<file path="src/hw/rtl/cab_bus_poll_scheduler_top_assert.svh">
// Assertion macros for the cab bus poll scheduler.
`ifndef CAB_BUS_POLL_SCHEDULER_TOP_ASSERT_SVH
`define CAB_BUS_POLL_SCHEDULER_TOP_ASSERT_SVH
`ifndef SYNTH
`define CBPS_ASSERT_IMPL(label, clk, rstn, prop, msg) \
    label: assert property (@(posedge clk) disable iff (!rstn) prop) else $error(msg);
`define CBPS_ASSERT_NEXT(label, clk, rstn, pre, post, msg) \
    label: assert property (@(posedge clk) disable iff (!rstn) (pre) |=> (post)) else $error(msg);
`else
`define CBPS_ASSERT_IMPL(label, clk, rstn, prop, msg)
`define CBPS_ASSERT_NEXT(label, clk, rstn, pre, post, msg)
`endif
`endif

</file>
<file path="src/hw/rtl/cbps_pkg.sv">
`timescale 1ns / 1ps
package cbps_pkg;
    localparam int NUM_CABS_DEF = 64;
    localparam int CAB_W = 6;
    localparam int POS_W = 7;
    localparam logic [7:0] POLL_BASE = 8'h80;
    localparam logic [7:0] POLL_TICKS_RST = 8'd5;
    localparam logic [7:0] TX_LIMIT_RST = 8'd10;
    localparam logic [0:0] REG_POLL_TICKS = 1'b0;
    localparam logic [0:0] REG_TX_LIMIT = 1'b1;

    typedef enum logic [2:0] {
        PH_STARTUP = 3'd0,
        PH_POLLING = 3'd1,
        PH_TX_WAIT = 3'd2,
        PH_KNOWN_WAIT = 3'd3,
        PH_NEW_WAIT = 3'd4
    } bus_phase_t;

    typedef enum logic [3:0] {
        OP_NONE = 4'd0,
        OP_STARTUP = 4'd1,
        OP_SELECT = 4'd2,
        OP_READ_ACT = 4'd3,
        OP_REMOVE_ACT = 4'd4,
        OP_FIND_FREE = 4'd5,
        OP_REMOVE_INACT = 4'd6,
        OP_WRITE_ACT = 4'd7,
        OP_SET_NEW = 4'd8,
        OP_NEW_TIMEOUT = 4'd9
    } dp_op_t;

    typedef struct packed {
        dp_op_t op;
        logic [CAB_W-1:0] cab;
    } dp_cmd_t;

    typedef struct packed {
        logic busy;
        logic [CAB_W-1:0] current_cab;
        logic new_flag;
    } dp_status_t;
endpackage

</file>
<file path="src/hw/rtl/cbps_datapath.sv">
`timescale 1ns / 1ps
module cbps_datapath import cbps_pkg::*; #(
    parameter int NUM_CABS = NUM_CABS_DEF
) (
    input  logic       aclk,
    input  logic       aresetn,
    input  dp_cmd_t    cmd,
    input  logic       clr_new,
    output dp_status_t status
);
    // The two lists are memories; shifts and searches walk one entry a cycle.
    logic [CAB_W-1:0] act_mem [NUM_CABS];
    logic [CAB_W-1:0] inact_mem [NUM_CABS];
    logic [63:0] new_reg, new_next;
    logic [POS_W-1:0] apos_reg, apos_next, ipos_reg, ipos_next;
    logic [CAB_W-1:0] cur_reg, cur_next;
    logic [POS_W-1:0] idx_reg, idx_next;
    logic [CAB_W-1:0] arg_reg, arg_next;
    typedef enum logic [7:0] {
        S_IDLE = 8'b00000001, S_SEL_RD = 8'b00000010, S_SEL_RD0 = 8'b00000100,
        S_ARD = 8'b00001000, S_SHIFT = 8'b00010000, S_FIND = 8'b00100000,
        S_CLEAR = 8'b01000000, S_SEL_ACT = 8'b10000000
    } dstate_t;
    dstate_t st_reg, st_next;
    logic shift_act_reg, shift_act_next;
    logic after_reg, after_next;
    logic [CAB_W-1:0] a_rd, i_rd;
    logic [POS_W-1:0] rd_pos;
    logic wr_a, wr_i;
    logic [CAB_W-1:0] wd_a, wd_i;
    logic [POS_W-1:0] wa_a, wa_i;
    localparam logic [POS_W-1:0] NC = POS_W'(NUM_CABS);
    localparam logic [POS_W-1:0] ONE_P = POS_W'(1);
    localparam logic [POS_W-1:0] TWO_P = POS_W'(2);
    localparam int IW = $clog2(NUM_CABS);

    always_ff @(posedge aclk) begin
        if (wr_a) act_mem[wa_a[IW-1:0]] <= wd_a;
        if (wr_i) inact_mem[wa_i[IW-1:0]] <= wd_i;
        a_rd <= act_mem[rd_pos[IW-1:0]];
        i_rd <= inact_mem[rd_pos[IW-1:0]];
    end

    always_ff @(posedge aclk) begin
        if (!aresetn) begin
            st_reg <= S_CLEAR;
            new_reg <= '0;
            apos_reg <= NC;
            ipos_reg <= '0;
            cur_reg <= CAB_W'(1);
            idx_reg <= '0;
            arg_reg <= '0;
            shift_act_reg <= 1'b0;
            after_reg <= 1'b0;
        end else begin
            st_reg <= st_next;
            new_reg <= new_next;
            apos_reg <= apos_next;
            ipos_reg <= ipos_next;
            cur_reg <= cur_next;
            idx_reg <= idx_next;
            arg_reg <= arg_next;
            shift_act_reg <= shift_act_next;
            after_reg <= after_next;
        end
    end

    logic [CAB_W-1:0] rdv;
    logic [POS_W-1:0] inc;
    always_comb begin
        st_next = st_reg; new_next = new_reg; apos_next = apos_reg;
        ipos_next = ipos_reg; cur_next = cur_reg; idx_next = idx_reg;
        arg_next = arg_reg; shift_act_next = shift_act_reg;
        after_next = after_reg;
        rd_pos = '0;
        wr_a = 1'b0; wr_i = 1'b0; wd_a = '0; wd_i = '0; wa_a = '0; wa_i = '0;
        rdv = '0; inc = '0;
        if (clr_new) new_next[cur_reg] = 1'b0;
        unique case (st_reg)
            S_CLEAR: begin
                wa_a = idx_reg; wd_a = '0; wr_a = 1'b1;
                wa_i = idx_reg; wr_i = 1'b1;
                wd_i = (idx_reg + ONE_P < NC) ? CAB_W'(idx_reg + ONE_P) : '0;
                idx_next = idx_reg + ONE_P;
                if (idx_reg + ONE_P >= NC) st_next = S_IDLE;
            end
            S_IDLE: begin
                unique case (cmd.op)
                    OP_STARTUP: begin
                        apos_next = '0; ipos_next = '0; cur_next = '0;
                    end
                    OP_SELECT, OP_SET_NEW: begin
                        after_next = (cmd.op == OP_SET_NEW);
                        if (cur_reg == '0) begin
                            rd_pos = ipos_reg; st_next = S_SEL_RD;
                        end else begin
                            inc = apos_reg + ONE_P;
                            if (inc >= NC) inc = '0;
                            apos_next = inc; rd_pos = inc; st_next = S_SEL_ACT;
                        end
                    end
                    OP_READ_ACT: begin
                        rd_pos = apos_reg; st_next = S_ARD;
                    end
                    OP_REMOVE_ACT: begin
                        arg_next = cmd.cab;
                        shift_act_next = 1'b1;
                        idx_next = apos_reg;
                        after_next = 1'b1;
                        if (apos_reg < NC) begin
                            rd_pos = apos_reg + ONE_P; st_next = S_SHIFT;
                        end else begin
                            idx_next = '0; rd_pos = '0; st_next = S_FIND;
                        end
                    end
                    OP_REMOVE_INACT: begin
                        arg_next = cmd.cab;
                        shift_act_next = 1'b0;
                        after_next = 1'b0;
                        idx_next = ipos_reg - ONE_P;
                        if (ipos_reg - ONE_P < NC) begin
                            rd_pos = ipos_reg; st_next = S_SHIFT;
                        end else begin
                            if (apos_reg < NC) begin
                                wa_a = apos_reg; wd_a = cmd.cab; wr_a = 1'b1;
                            end
                            apos_next = '0;
                        end
                    end
                    OP_NEW_TIMEOUT: begin
                        apos_next = '0; cur_next = '0;
                        after_next = 1'b0;
                        rd_pos = ipos_reg; st_next = S_SEL_RD;
                    end
                    default: ;
                endcase
            end
            S_SEL_RD: begin
                if (ipos_reg < NC && i_rd != '0) begin
                    cur_next = i_rd; ipos_next = ipos_reg + ONE_P;
                    if (after_reg) new_next[i_rd] = 1'b1;
                    st_next = S_IDLE;
                end else begin
                    ipos_next = '0; rd_pos = '0; st_next = S_SEL_RD0;
                end
            end
            S_SEL_RD0: begin
                cur_next = i_rd; ipos_next = ONE_P;
                if (after_reg) new_next[i_rd] = 1'b1;
                st_next = S_IDLE;
            end
            S_SEL_ACT: begin
                rdv = (apos_reg < NC) ? a_rd : '0;
                cur_next = rdv;
                if (after_reg) new_next[rdv] = 1'b1;
                st_next = S_IDLE;
            end
            S_ARD: begin
                cur_next = (apos_reg < NC) ? a_rd : '0;
                st_next = S_IDLE;
            end
            S_SHIFT: begin
                wa_a = idx_reg; wa_i = idx_reg;
                wd_a = (idx_reg + ONE_P < NC) ? a_rd : '0;
                wd_i = (idx_reg + ONE_P < NC) ? i_rd : '0;
                wr_a = shift_act_reg; wr_i = !shift_act_reg;
                idx_next = idx_reg + ONE_P;
                rd_pos = idx_reg + TWO_P;
                if (idx_reg + ONE_P >= NC) begin
                    if (shift_act_reg) begin
                        idx_next = '0; rd_pos = '0; st_next = S_FIND;
                    end else begin
                        // The removed new cab joins the active list.
                        if (apos_reg < NC) begin
                            wa_a = apos_reg; wd_a = arg_reg; wr_a = 1'b1;
                        end
                        apos_next = '0;
                        st_next = S_IDLE;
                    end
                end
            end
            S_FIND: begin
                rd_pos = idx_reg + ONE_P;
                idx_next = idx_reg + ONE_P;
                if (i_rd == '0) begin
                    wa_i = idx_reg; wd_i = arg_reg; wr_i = 1'b1;
                    st_next = S_IDLE;
                end else if (idx_reg + ONE_P >= NC) begin
                    st_next = S_IDLE;
                end
            end
            default: st_next = S_IDLE;
        endcase
    end

    assign status.busy = (st_reg != S_IDLE);
    assign status.current_cab = cur_reg;
    assign status.new_flag = new_reg[cur_reg];
endmodule

</file>
<file path="src/hw/rtl/cbps_controller.sv">
`timescale 1ns / 1ps
module cbps_controller import cbps_pkg::*; (
    input  logic        aclk,
    input  logic        aresetn,
    input  logic        cfg_we,
    input  logic [0:0]  cfg_addr,
    input  logic [7:0]  cfg_wdata,
    input  logic        s_tvalid,
    output logic        s_tready,
    input  logic [65:0] s_tdata,
    output logic        m_tvalid,
    input  logic        m_tready,
    output logic [31:0] m_tdata,
    output dp_cmd_t     cmd,
    output logic        clr_new,
    input  dp_status_t  status
);
    typedef enum logic [4:0] {
        C_IDLE = 5'b00001, C_RUN = 5'b00010, C_WAIT = 5'b00100,
        C_OUT = 5'b01000, C_GO = 5'b10000
    } cstate_t;
    cstate_t st_reg, st_next;
    logic [7:0] pticks_reg, txlim_reg, cd_reg, cd_next, tt_reg, tt_next;
    logic [2:0] ph_reg, ph_next;
    logic [31:0] out_reg, out_next;
    logic [65:0] in_reg, in_next;
    dp_op_t q_reg [3], q_next [3];
    logic [CAB_W-1:0] qcab_reg, qcab_next;
    logic [1:0] qn_reg, qn_next;

    always_ff @(posedge aclk) begin
        if (!aresetn) begin
            pticks_reg <= POLL_TICKS_RST; txlim_reg <= TX_LIMIT_RST;
        end else if (cfg_we) begin
            if (cfg_addr == REG_POLL_TICKS) pticks_reg <= cfg_wdata;
            else txlim_reg <= cfg_wdata;
        end
    end

    always_ff @(posedge aclk) begin
        if (!aresetn) begin
            st_reg <= C_IDLE; cd_reg <= '0; tt_reg <= '0; ph_reg <= PH_STARTUP;
            qn_reg <= '0;
            for (int i = 0; i < 3; i++) q_reg[i] <= OP_NONE;
        end else begin
            st_reg <= st_next; cd_reg <= cd_next; tt_reg <= tt_next;
            ph_reg <= ph_next; qn_reg <= qn_next;
            for (int i = 0; i < 3; i++) q_reg[i] <= q_next[i];
        end
        out_reg <= out_next; in_reg <= in_next; qcab_reg <= qcab_next;
    end

    logic resp, tdone;
    logic [63:0] mask;
    logic [CAB_W-1:0] cab;
    logic [7:0] dec, tinc;
    logic pv, sv, rv, act, deact;
    logic [7:0] pb;
    logic [CAB_W-1:0] sc, rc;
    always_comb begin
        st_next = st_reg; cd_next = cd_reg; tt_next = tt_reg; ph_next = ph_reg;
        out_next = out_reg; in_next = in_reg; qcab_next = qcab_reg; qn_next = qn_reg;
        for (int i = 0; i < 3; i++) q_next[i] = q_reg[i];
        cmd.op = OP_NONE; cmd.cab = qcab_reg; clr_new = 1'b0;
        resp = in_reg[0]; tdone = in_reg[1]; mask = in_reg[65:2];
        cab = status.current_cab;
        dec = cd_reg - 8'd1; tinc = tt_reg + 8'd1;
        pv = 0; sv = 0; rv = 0; act = 0; deact = 0; pb = '0; sc = '0; rc = '0;
        s_tready = (st_reg == C_IDLE) && !status.busy;
        m_tvalid = (st_reg == C_OUT);
        unique case (st_reg)
            C_IDLE: if (s_tvalid && s_tready) begin
                in_next = s_tdata; st_next = C_RUN;
            end
            C_RUN: begin
                unique case (ph_reg)
                    PH_STARTUP: begin
                        q_next[0] = OP_STARTUP; qn_next = 2'd1;
                        cd_next = 8'd1; ph_next = PH_POLLING;
                    end
                    PH_POLLING: begin
                        cd_next = dec;
                        if (dec == '0) begin
                            pv = 1; pb = POLL_BASE + {2'b00, cab};
                            if (cab == '0) begin
                                if (mask[0]) begin
                                    sv = 1; tt_next = '0; ph_next = PH_TX_WAIT;
                                end else begin
                                    q_next[0] = OP_SET_NEW; qn_next = 2'd1;
                                    cd_next = pticks_reg;
                                end
                            end else if (status.new_flag) begin
                                clr_new = 1'b1; cd_next = pticks_reg;
                                ph_next = PH_NEW_WAIT;
                            end else begin
                                cd_next = pticks_reg; ph_next = PH_KNOWN_WAIT;
                            end
                        end
                    end
                    PH_KNOWN_WAIT, PH_NEW_WAIT: begin
                        qcab_next = cab;
                        if (resp) begin
                            rv = 1; rc = cab;
                            qn_next = 2'd0;
                            if (ph_reg == PH_NEW_WAIT) begin
                                act = 1; q_next[0] = OP_REMOVE_INACT; qn_next = 2'd1;
                            end
                            if (mask[cab]) begin
                                sv = 1; sc = cab; tt_next = '0; ph_next = PH_TX_WAIT;
                            end else begin
                                q_next[qn_next] = OP_SELECT;
                                q_next[qn_next + 2'd1] = OP_READ_ACT;
                                qn_next = qn_next + 2'd2;
                                cd_next = pticks_reg; ph_next = PH_POLLING;
                            end
                        end else begin
                            cd_next = dec;
                            if (dec == '0) begin
                                if (ph_reg == PH_KNOWN_WAIT) begin
                                    deact = 1;
                                    q_next[0] = OP_REMOVE_ACT; q_next[1] = OP_SELECT;
                                    q_next[2] = OP_READ_ACT; qn_next = 2'd3;
                                end else begin
                                    q_next[0] = OP_NEW_TIMEOUT; qn_next = 2'd1;
                                end
                                cd_next = pticks_reg; ph_next = PH_POLLING;
                            end
                        end
                    end
                    PH_TX_WAIT: begin
                        tt_next = tinc;
                        if (tdone || tinc > txlim_reg) begin
                            q_next[0] = OP_SELECT; qn_next = 2'd1;
                            cd_next = pticks_reg; ph_next = PH_POLLING;
                        end
                    end
                    default: ph_next = PH_STARTUP;
                endcase
                out_next = {4'd0, ph_next, deact, act, rc, rv, sc, sv, pb, pv};
                st_next = C_GO;
            end
            C_GO: begin
                if (qn_reg == '0) st_next = C_OUT;
                else if (!status.busy) begin
                    cmd.op = q_reg[0];
                    q_next[0] = q_reg[1]; q_next[1] = q_reg[2]; q_next[2] = OP_NONE;
                    qn_next = qn_reg - 2'd1;
                    st_next = C_WAIT;
                end
            end
            C_WAIT: if (!status.busy) st_next = C_GO;
            C_OUT: if (m_tready) st_next = C_IDLE;
            default: st_next = C_IDLE;
        endcase
    end
    assign m_tdata = out_reg;
endmodule

</file>
<file path="src/hw/rtl/cab_bus_poll_scheduler_top.sv">
`timescale 1ns / 1ps
// Channel | Direction | Content
// s_      | in        | tdata: response_received, transmit_done, pending_mask
// m_      | out       | tdata: poll_valid..bus_phase, one per input transaction
// cfg_    | in        | register writes: 0 poll_ticks, 1 transmit_limit
// A timeout of a known cab shifts the active list and searches the inactive
// list one entry a cycle. After reset a clearing pass fills the lists; no input
// transaction is accepted during it. A stalled output holds the input side.
module cab_bus_poll_scheduler_top import cbps_pkg::*; #(
    parameter int NUM_CABS = NUM_CABS_DEF
) (
    input  logic        aclk,
    input  logic        aresetn,
    input  logic        cfg_we,
    input  logic [0:0]  cfg_addr,
    input  logic [7:0]  cfg_wdata,
    input  logic        s_tvalid,
    output logic        s_tready,
    // response_received, transmit_done, pending_mask[63:0], zero fill
    input  logic [71:0] s_tdata,
    output logic        m_tvalid,
    input  logic        m_tready,
    // poll_valid, poll_byte, send_valid, send_cab, response_valid,
    // response_cab, activated, deactivated, bus_phase, zero fill
    output logic [31:0] m_tdata
);
`include "cab_bus_poll_scheduler_top_assert.svh"
    dp_cmd_t cmd;
    dp_status_t status;
    logic clr_new;

    cbps_controller u_ctrl (
        .aclk, .aresetn, .cfg_we, .cfg_addr, .cfg_wdata,
        .s_tvalid, .s_tready, .s_tdata(s_tdata[65:0]),
        .m_tvalid, .m_tready, .m_tdata, .cmd, .clr_new, .status
    );
    cbps_datapath #(.NUM_CABS(NUM_CABS)) u_dp (
        .aclk, .aresetn, .cmd, .clr_new, .status
    );

    `CBPS_ASSERT_IMPL(a_no_both, aclk, aresetn, !(s_tready && m_tvalid), "both sides open")
    `CBPS_ASSERT_NEXT(a_out_hold, aclk, aresetn, m_tvalid && !m_tready, m_tvalid, "output dropped")
endmodule
</file>
<file path="config.mk">
export PLATFORM = sky130hd
export DESIGN_NAME = cab_bus_poll_scheduler_top
export DESIGN_NICKNAME = d
export VERILOG_FILES = /design/src/hw/rtl/cbps_pkg.sv /design/src/hw/rtl/cbps_datapath.sv /design/src/hw/rtl/cbps_controller.sv /design/src/hw/rtl/cab_bus_poll_scheduler_top.sv
export VERILOG_INCLUDE_DIRS = /design/src /design/src/hw/rtl
export SDC_FILE = /design/constraint.sdc
export NUM_CORES = 2
export LEC_CHECK = 0
export BUFFER_PORTS_ARGS = -buffer_cell sky130_fd_sc_hd__buf_2
export CAP_MARGIN = 30
export CORE_MARGIN = 3
export CORE_UTILIZATION = 35
export CTS_BUF_LIST = sky130_fd_sc_hd__clkbuf_2
export DETAILED_ROUTE_END_ITERATION = 8
export PLACE_DENSITY = 0.53
export SYNTH_ARGS = -nofsm -noshare
export SYNTH_HDL_FRONTEND = slang
export SYNTH_SLANG_ARGS = --single-unit
</file>
<file path="constraint.sdc">
create_clock -name aclk -period 6.14 [get_ports aclk]
set_input_delay 1.228 -clock aclk [delete_from_list [all_inputs] [get_ports aclk]]
set_output_delay 1.228 -clock aclk [all_outputs]
set_load 0.02 [all_outputs]
</file>
[Word level (Yosys, flattened, before mapping)]
Memories as Yosys holds them, arrays and structs flattened. A register that Yosys moved wholly into a read port is not among the register bits.
Index checks and enable logic that the tools add are counted.
Word-level totals
  memories kept: 3
  latch bits: 0
  bits of input ports: 86
  register bits: 249
  RAM bits: 780
  output and inout bits: 34
  memory bits (read-only): 0
Operators by class
  shifts and indexed selects: 0
  $add $sub $neg: 11
  equal/unequal tests: 55
  $mul: 0
  bitwise operators: 18
  reductions and logical operators: 54
  multiplexer cells: 175
  $lt $le $gt $ge: 17
  div/mod/pow operators: 0
Memory list
  u_dp.act_mem: words 64, width 6, read ports 1, clocked after Yosys merged registers in 1, wr ports 1, RTL line cbps_datapath.sv:12  | logic [CAB_W-1:0] act_mem [NUM_CABS];
  u_dp.inact_mem: words 64, width 6, read ports 1, clocked after Yosys merged registers in 1, wr ports 1, RTL line cbps_datapath.sv:13  | logic [CAB_W-1:0] inact_mem [NUM_CABS];
  u_ctrl.q_reg: words 3, width 4, read ports 3, clocked after Yosys merged registers in 0, wr ports 3, RTL line cbps_controller.sv:27  | dp_op_t q_reg [3], q_next [3];
Operators with widths (count)
  2-to-1 mux 64 bit: 4
  one-hot mux 64 bit (3 select lines): 1
  2-to-1 mux 6 bit: 26
  2-to-1 mux 8 bit: 19
  OR 64 bit: 2
  one-hot mux 8 bit (5 select lines): 2
  2-to-1 mux 7 bit: 10
  2-to-1 mux 4 bit: 17
  bitwise AND 64 bit: 1
  NOT 64 bit: 1
  one-hot mux 7 bit (3 select lines): 3
  2-to-1 mux 12 bit: 5
  one-hot mux 6 bit (3 select lines): 3
  2-to-1 mux 1 bit: 32
  one-hot mux 8 bit (4 select lines): 1
  one-hot mux 6 bit (5 select lines): 1
  less-than comparator 7 bit, second input constant: 4
  2-to-1 mux 2 bit: 14
  one-hot mux 7 bit (2 select lines): 2
  2-to-1 mux 5 bit: 5
  one-hot mux 5 bit (5 select lines): 1
  2-to-1 mux 3 bit: 8
  one-hot mux 12 bit (2 select lines): 1
  one-hot mux 6 bit (2 select lines): 2
  other kinds (83): 165

[Depth between registers and ports, before layout]
  word-level depth: 18
  mapped depth: 17
  mapped depth without buffers: 13

[Modules after synthesis]
From an unflattened synthesis, not the netlist that was laid out.
Unflattened totals
  cell total of the unflattened synthesis: 3930
  area total of the unflattened synthesis: 46599.7 sq um
By module, submodules not included
  cbps_datapath: cells each 3310, area each 39457.8 sq um, times used 1
  cbps_controller: cells each 620, area each 7141.8 sq um, times used 1

[Least setup slack after synthesis]
Ideal clock, no wire load.
  kind: register to register
  start point: register u_dp.st_reg[7]
  end point: memory u_dp.inact_mem[0][4] (data pin)
  setup slack: 1493 ps
  cell stages (with the launch flop): 7
  data arrival time: 3946 ps
  path buffers: 1
  library setup time: 702 ps
  cells stage by stage: dfxtp_1 -> buf_6 -> or4_1 -> nor2_1 -> and3_1 -> nand2_1 -> o21ai_0
On the way
  longest elaborated chain between the ends: 2
Ends and longest elaborated chain
  start, declared: RTL line cbps_datapath.sv:24  | dstate_t st_reg, st_next;
  start signal, assigned: RTL line cbps_datapath.sv:56  | st_reg <= st_next;
  == test 8 x 6 -> 1 bit, or another cell as far along: RTL line cbps_datapath.sv:79  | unique case (st_reg)
  one-hot mux 6 bit (3 select lines) *: RTL line cbps_datapath.sv:79
  net u_dp.wd_i[4]: RTL line cbps_datapath.sv:30  | logic [CAB_W-1:0] wd_a, wd_i;
  end, declared: RTL line cbps_datapath.sv:13
Mark *: on every way through the listed nets, which the timed path passes. The rest lies on a longest branch.

[Worst setup path in the final report]
  start point: register u_ctrl.qn_reg[0]
  end point: register u_dp.i_rd[4] (read register of u_dp.inact_mem)
On the way
  longest elaborated chain between the ends: 7
Ends and longest elaborated chain
  start, declared: RTL line cbps_controller.sv:29  | logic [1:0] qn_reg, qn_next;
  start signal, assigned: RTL line cbps_controller.sv:47  | ph_reg <= ph_next; qn_reg <= qn_next;
  zero test 2 bit *: RTL line cbps_controller.sv:143  | if (qn_reg == '0) st_next = C_OUT;
  2-to-1 mux 4 bit *: RTL line cbps_controller.sv:143
  2-to-1 mux 4 bit *: RTL line cbps_controller.sv:71  | unique case (st_reg)
  == test 4 x 2 -> 1 bit / == test 4 bit (equally long branches): RTL line cbps_datapath.sv:88  | unique case (cmd.op)
  OR reduction 2 bit: RTL line cbps_datapath.sv:88
  one-hot mux 6 bit (5 select lines) *: RTL line cbps_datapath.sv:88
  one-hot mux 6 bit (3 select lines) *: RTL line cbps_datapath.sv:79
  end, declared: RTL line cbps_datapath.sv:27  | logic [CAB_W-1:0] a_rd, i_rd;
Mark *: on every way between the ends. The rest lies on a longest branch, timed or not.
A chain may end at the register's enable or synchronous reset.

==> metrics <==
class of the worst hold path=primary input to flop; reg2reg start=u_ctrl.qn_reg[0]; TritonCTS clock tree=done; worst skew pair latency=1.49 ns; max_cap viols=0; Final Cycle Share=0.793; final net count=3,611; Clk network pwr share=0.340; largest net degree at the start of global routing=69; fillers=between 10,000 and 15,000; vias in the first global route=slightly below 30,000; Worst EP required=~7.3 ns; status=finished, final reports clean; Die Span Y=between 300 and 400 um; worst hold path endpoint=u_ctrl.pticks_reg[7]; DR vias=29,000; wire per inst=~23 um; Cells after Synth=3,149; Net Sw Frac=0.276; register area share after synthesis=0.658; Ports=120; Leak Pwr=between 15 and 20 nW; first-pass GRT wire length=184 mm; share of cells above drive strength 1=0.234; Worst VDD drop=between 0.00015 and 0.0002 V; root buffer cell=clkbuf_2; Critical Path AT=around 6.1 ns; kind of critical path=flop to flop; final hold violations=0; Slew Limit Fails=0; Post-synth top cells=edfxtp_1, nor2_1, nand2_1; Vias per Instance=about 5.4; final setup fails=0; CTS H-tree lvls=5; iteration-0 DRC count of the detailed router=between 2,000 and 2,500; Post-synth EDFFs=a little under 900; async set or reset register ratio after synthesis=0; Buffers on Ports=between 100 and 150; yosys warns=0; Die ar.=132,000 um^2; most common cell in the netlist=edfxtp_1; GR Overflow Total=0; RD Place Congestion=0.868; initial antenna violation count=5; Pwr Density=around 280 nW/um^2; Synth Area per Inst=approximately 14 um^2; Flop pwr share=0.568; post-layout minimum cycle time=slightly below 5 ns; row count=between 100 and 150; DR pass1 iterations=8; RSZ-0062 raised after global routing=false; Unique masters post-synth=between 100 and 150; worst r2r path cells=12; Slew @ Worst Pin=between 1 and 1.5 ns; Worst Setup Start Kind=flop; Num CTS Buffers=roughly 290; final worst slack=approximately 1.3 ns; Comb pwr share=0.092; Worst R2R Setup Slack=approximately 1.3 ns; ANT nets after route=0; Clock transition at path regs=about 0.1 ns; Synth top area share=0.581; top area cells in the synthesized netlist=edfxtp_1, dfxtp_1, mux4_2, mux2i_1, nor2_1; Hold Path Depth=4; Num Clock Sinks=around 1,000; core region area=between 100,000 and 150,000 um^2; DRT Wirelength=approximately 120 mm; TNS Setup=0 ns; Total GRT Usage=0.184; Starting Density=0.354; Die X=around 360 um; internal power=10.3 mW; cell taking the most area after synthesis=edfxtp_1; CTS Buffer Depth=4; synthesized cell area=~45,000 um^2; ys flop type=edfxtp_1; critical-path maximum fanout=11; net switching power=~3.9 mW; CP Capture Type=flop; Area Growth Syn to Fin=12.5%; drc violations=0; skew final=between 0.15 and 0.2 ns; r2r endpoint=u_dp.i_rd[4]; Setup WS pre-CTS=around 1.4 ns; Final HPWL DP=roughly 80 mm; CTS-repair resized insts=0; hold path start=cfg_addr; Max Freq=205 MHz; Seq cells post-synth=1,040; relative slew slack=0.293
==> worst max path at each step <==
stage	start	endpoint	depth (start not counted)
2_1_floorplan	u_dp.st_reg[7]	u_dp.inact_mem[0][4]	6
3_3_place_gp	u_dp.idx_reg[1]	u_dp.i_rd[0]	11
3_5_place_dp	u_dp.idx_reg[1]	u_dp.i_rd[5]	11
4_1_cts	u_dp.idx_reg[1]	u_dp.i_rd[4]	12
5_1_grt	u_dp.idx_reg[1]	u_dp.i_rd[4]	12
6_report	u_ctrl.qn_reg[0]	u_dp.i_rd[4]	12
==> cells in the final DEF (no fill, tap or decap), types with 10 or more instances in the layout <==
| master | synthesis | routed |
|---|---|---|
| a211oi_1 | 20 | 20 |
| a21oi_1 | 153 | 153 |
| a221oi_1 | 14 | 14 |
| a22o_1 | 16 | 16 |
| a22oi_1 | 93 | 93 |
| a31oi_1 | 15 | 15 |
| and2_1 | 33 | 32 |
| and3_1 | 33 | 33 |
| buf_2 | 36 | 109 |
| buf_4 | 29 | 54 |
| clkbuf_2 | 1 | 432 |
| clkinv_1 | 2 | 30 |
| dfxtp_1 | 173 | 170 |
| dlygate4sd3_1 | 0 | 78 |
| edfxtp_1 | 867 | 867 |
| ha_1 | 17 | 17 |
| inv_1 | 36 | 34 |
| mux2_2 | 37 | 37 |
| mux2i_1 | 131 | 131 |
| mux4_2 | 147 | 147 |
| nand2_1 | 225 | 220 |
| nand2b_1 | 23 | 23 |
| nand3_1 | 77 | 76 |
| nand4_1 | 18 | 18 |
| nor2_1 | 300 | 300 |
| nor2b_1 | 29 | 29 |
| nor3_1 | 34 | 34 |
| o211ai_1 | 22 | 22 |
| o21a_1 | 10 | 10 |
| o21ai_0 | 122 | 118 |
| o22a_1 | 58 | 58 |
| o22ai_1 | 12 | 12 |
| or3_1 | 16 | 16 |
| or4_1 | 17 | 17 |
| xnor2_1 | 14 | 14 |
| xor2_1 | 16 | 16 |
==> cell families (layout without fill, tap and decap cells) <==
kind of cell | after synthesis | in the layout | synth area share
adders and majority gates | 17 | 17 | 0.00475
and+or+nand+nor | 877 | 877 | 0.0946
buffers and inverters | 227 | 767 | 0.0263
other | 1 | 8 | 0.0000837
xor gates and xnor gates | 30 | 30 | 0.00586
muxes | 315 | 315 | 0.112
AOI/OAI and AO/OA | 642 | 642 | 0.0975
DFF | 1040 | 1040 | 0.658
==> layer usage <==
layer	part of all wire	GRT usage	routed length, um
met1	0.44	0.252	54400
met2	0.47	0.292	57600
met3	0.070	0.0398	8630
met4	0.022	0.0584	2680
met5	0.00014	0	17
==> stage by stage <==
step           power, mW  hold WS [ns]  instance area, um^2  utilization  cells
2_1_floorplan       8.94         0.403                44800            -   3153
3_3_place_gp        9.50         0.431                47100        0.372   4785
3_5_place_dp        9.52         0.430                47100        0.373   4788
4_1_cts             14.4       0.00438                50400        0.398   5342
5_1_grt             15.0        0.0772                50400        0.399   5346
6_report            14.3         0.209                50400        0.399   5346
==> worst max-delay path, cell delays in order (launching register included) <==
cell     delay, ns
dfxtp_1       0.36
inv_1         0.05
ha_1          0.23
or3b_1        0.42
nor4_2        0.50
nand3_1       0.45
o22ai_2       0.40
nand2_2       0.14
and3b_1       0.47
and2_1        0.55
a22oi_1       0.29
nand2_1       0.13
or4_1         0.58
==> power by group through the flow <==
| stage | Sequential [mW] | Clock, mW | Combinational, mW |
|---|---|---|---|
| final | 8.10 | 4.85 | 1.30 |
| after global routing | 8.12 | 5.44 | 1.41 |
| after CTS | 8.10 | 5.03 | 1.30 |
| after detailed placement | 8.26 | 0 | 1.26 |
| after global placement | 8.26 | 0 | 1.24 |
| after floorplan | 8.12 | 0 | 0.825 |
==> cell type report <==
cell class,count,area (um^2),area share
diodes,3,7.51,0.000149
clock buffers,432,2160,0.0429
clock inverters,44,307,0.00608
inverters,39,149,0.00295
multi-input cells,1886,14200,0.282
flip-flops and latches,1040,29500,0.585
well taps,1650,2060,0.0410
repair buffers,252,1970,0.0390
==> timing repair <==
item / in CTS / in global routing
endpoints found under the hold margin: 85 / 0
endpoints found under the setup margin: 0 / 0
setup buffers: 0 / 0
hold buffers: 78 / 0
Note: power is estimated with default switching activity, not from simulation.
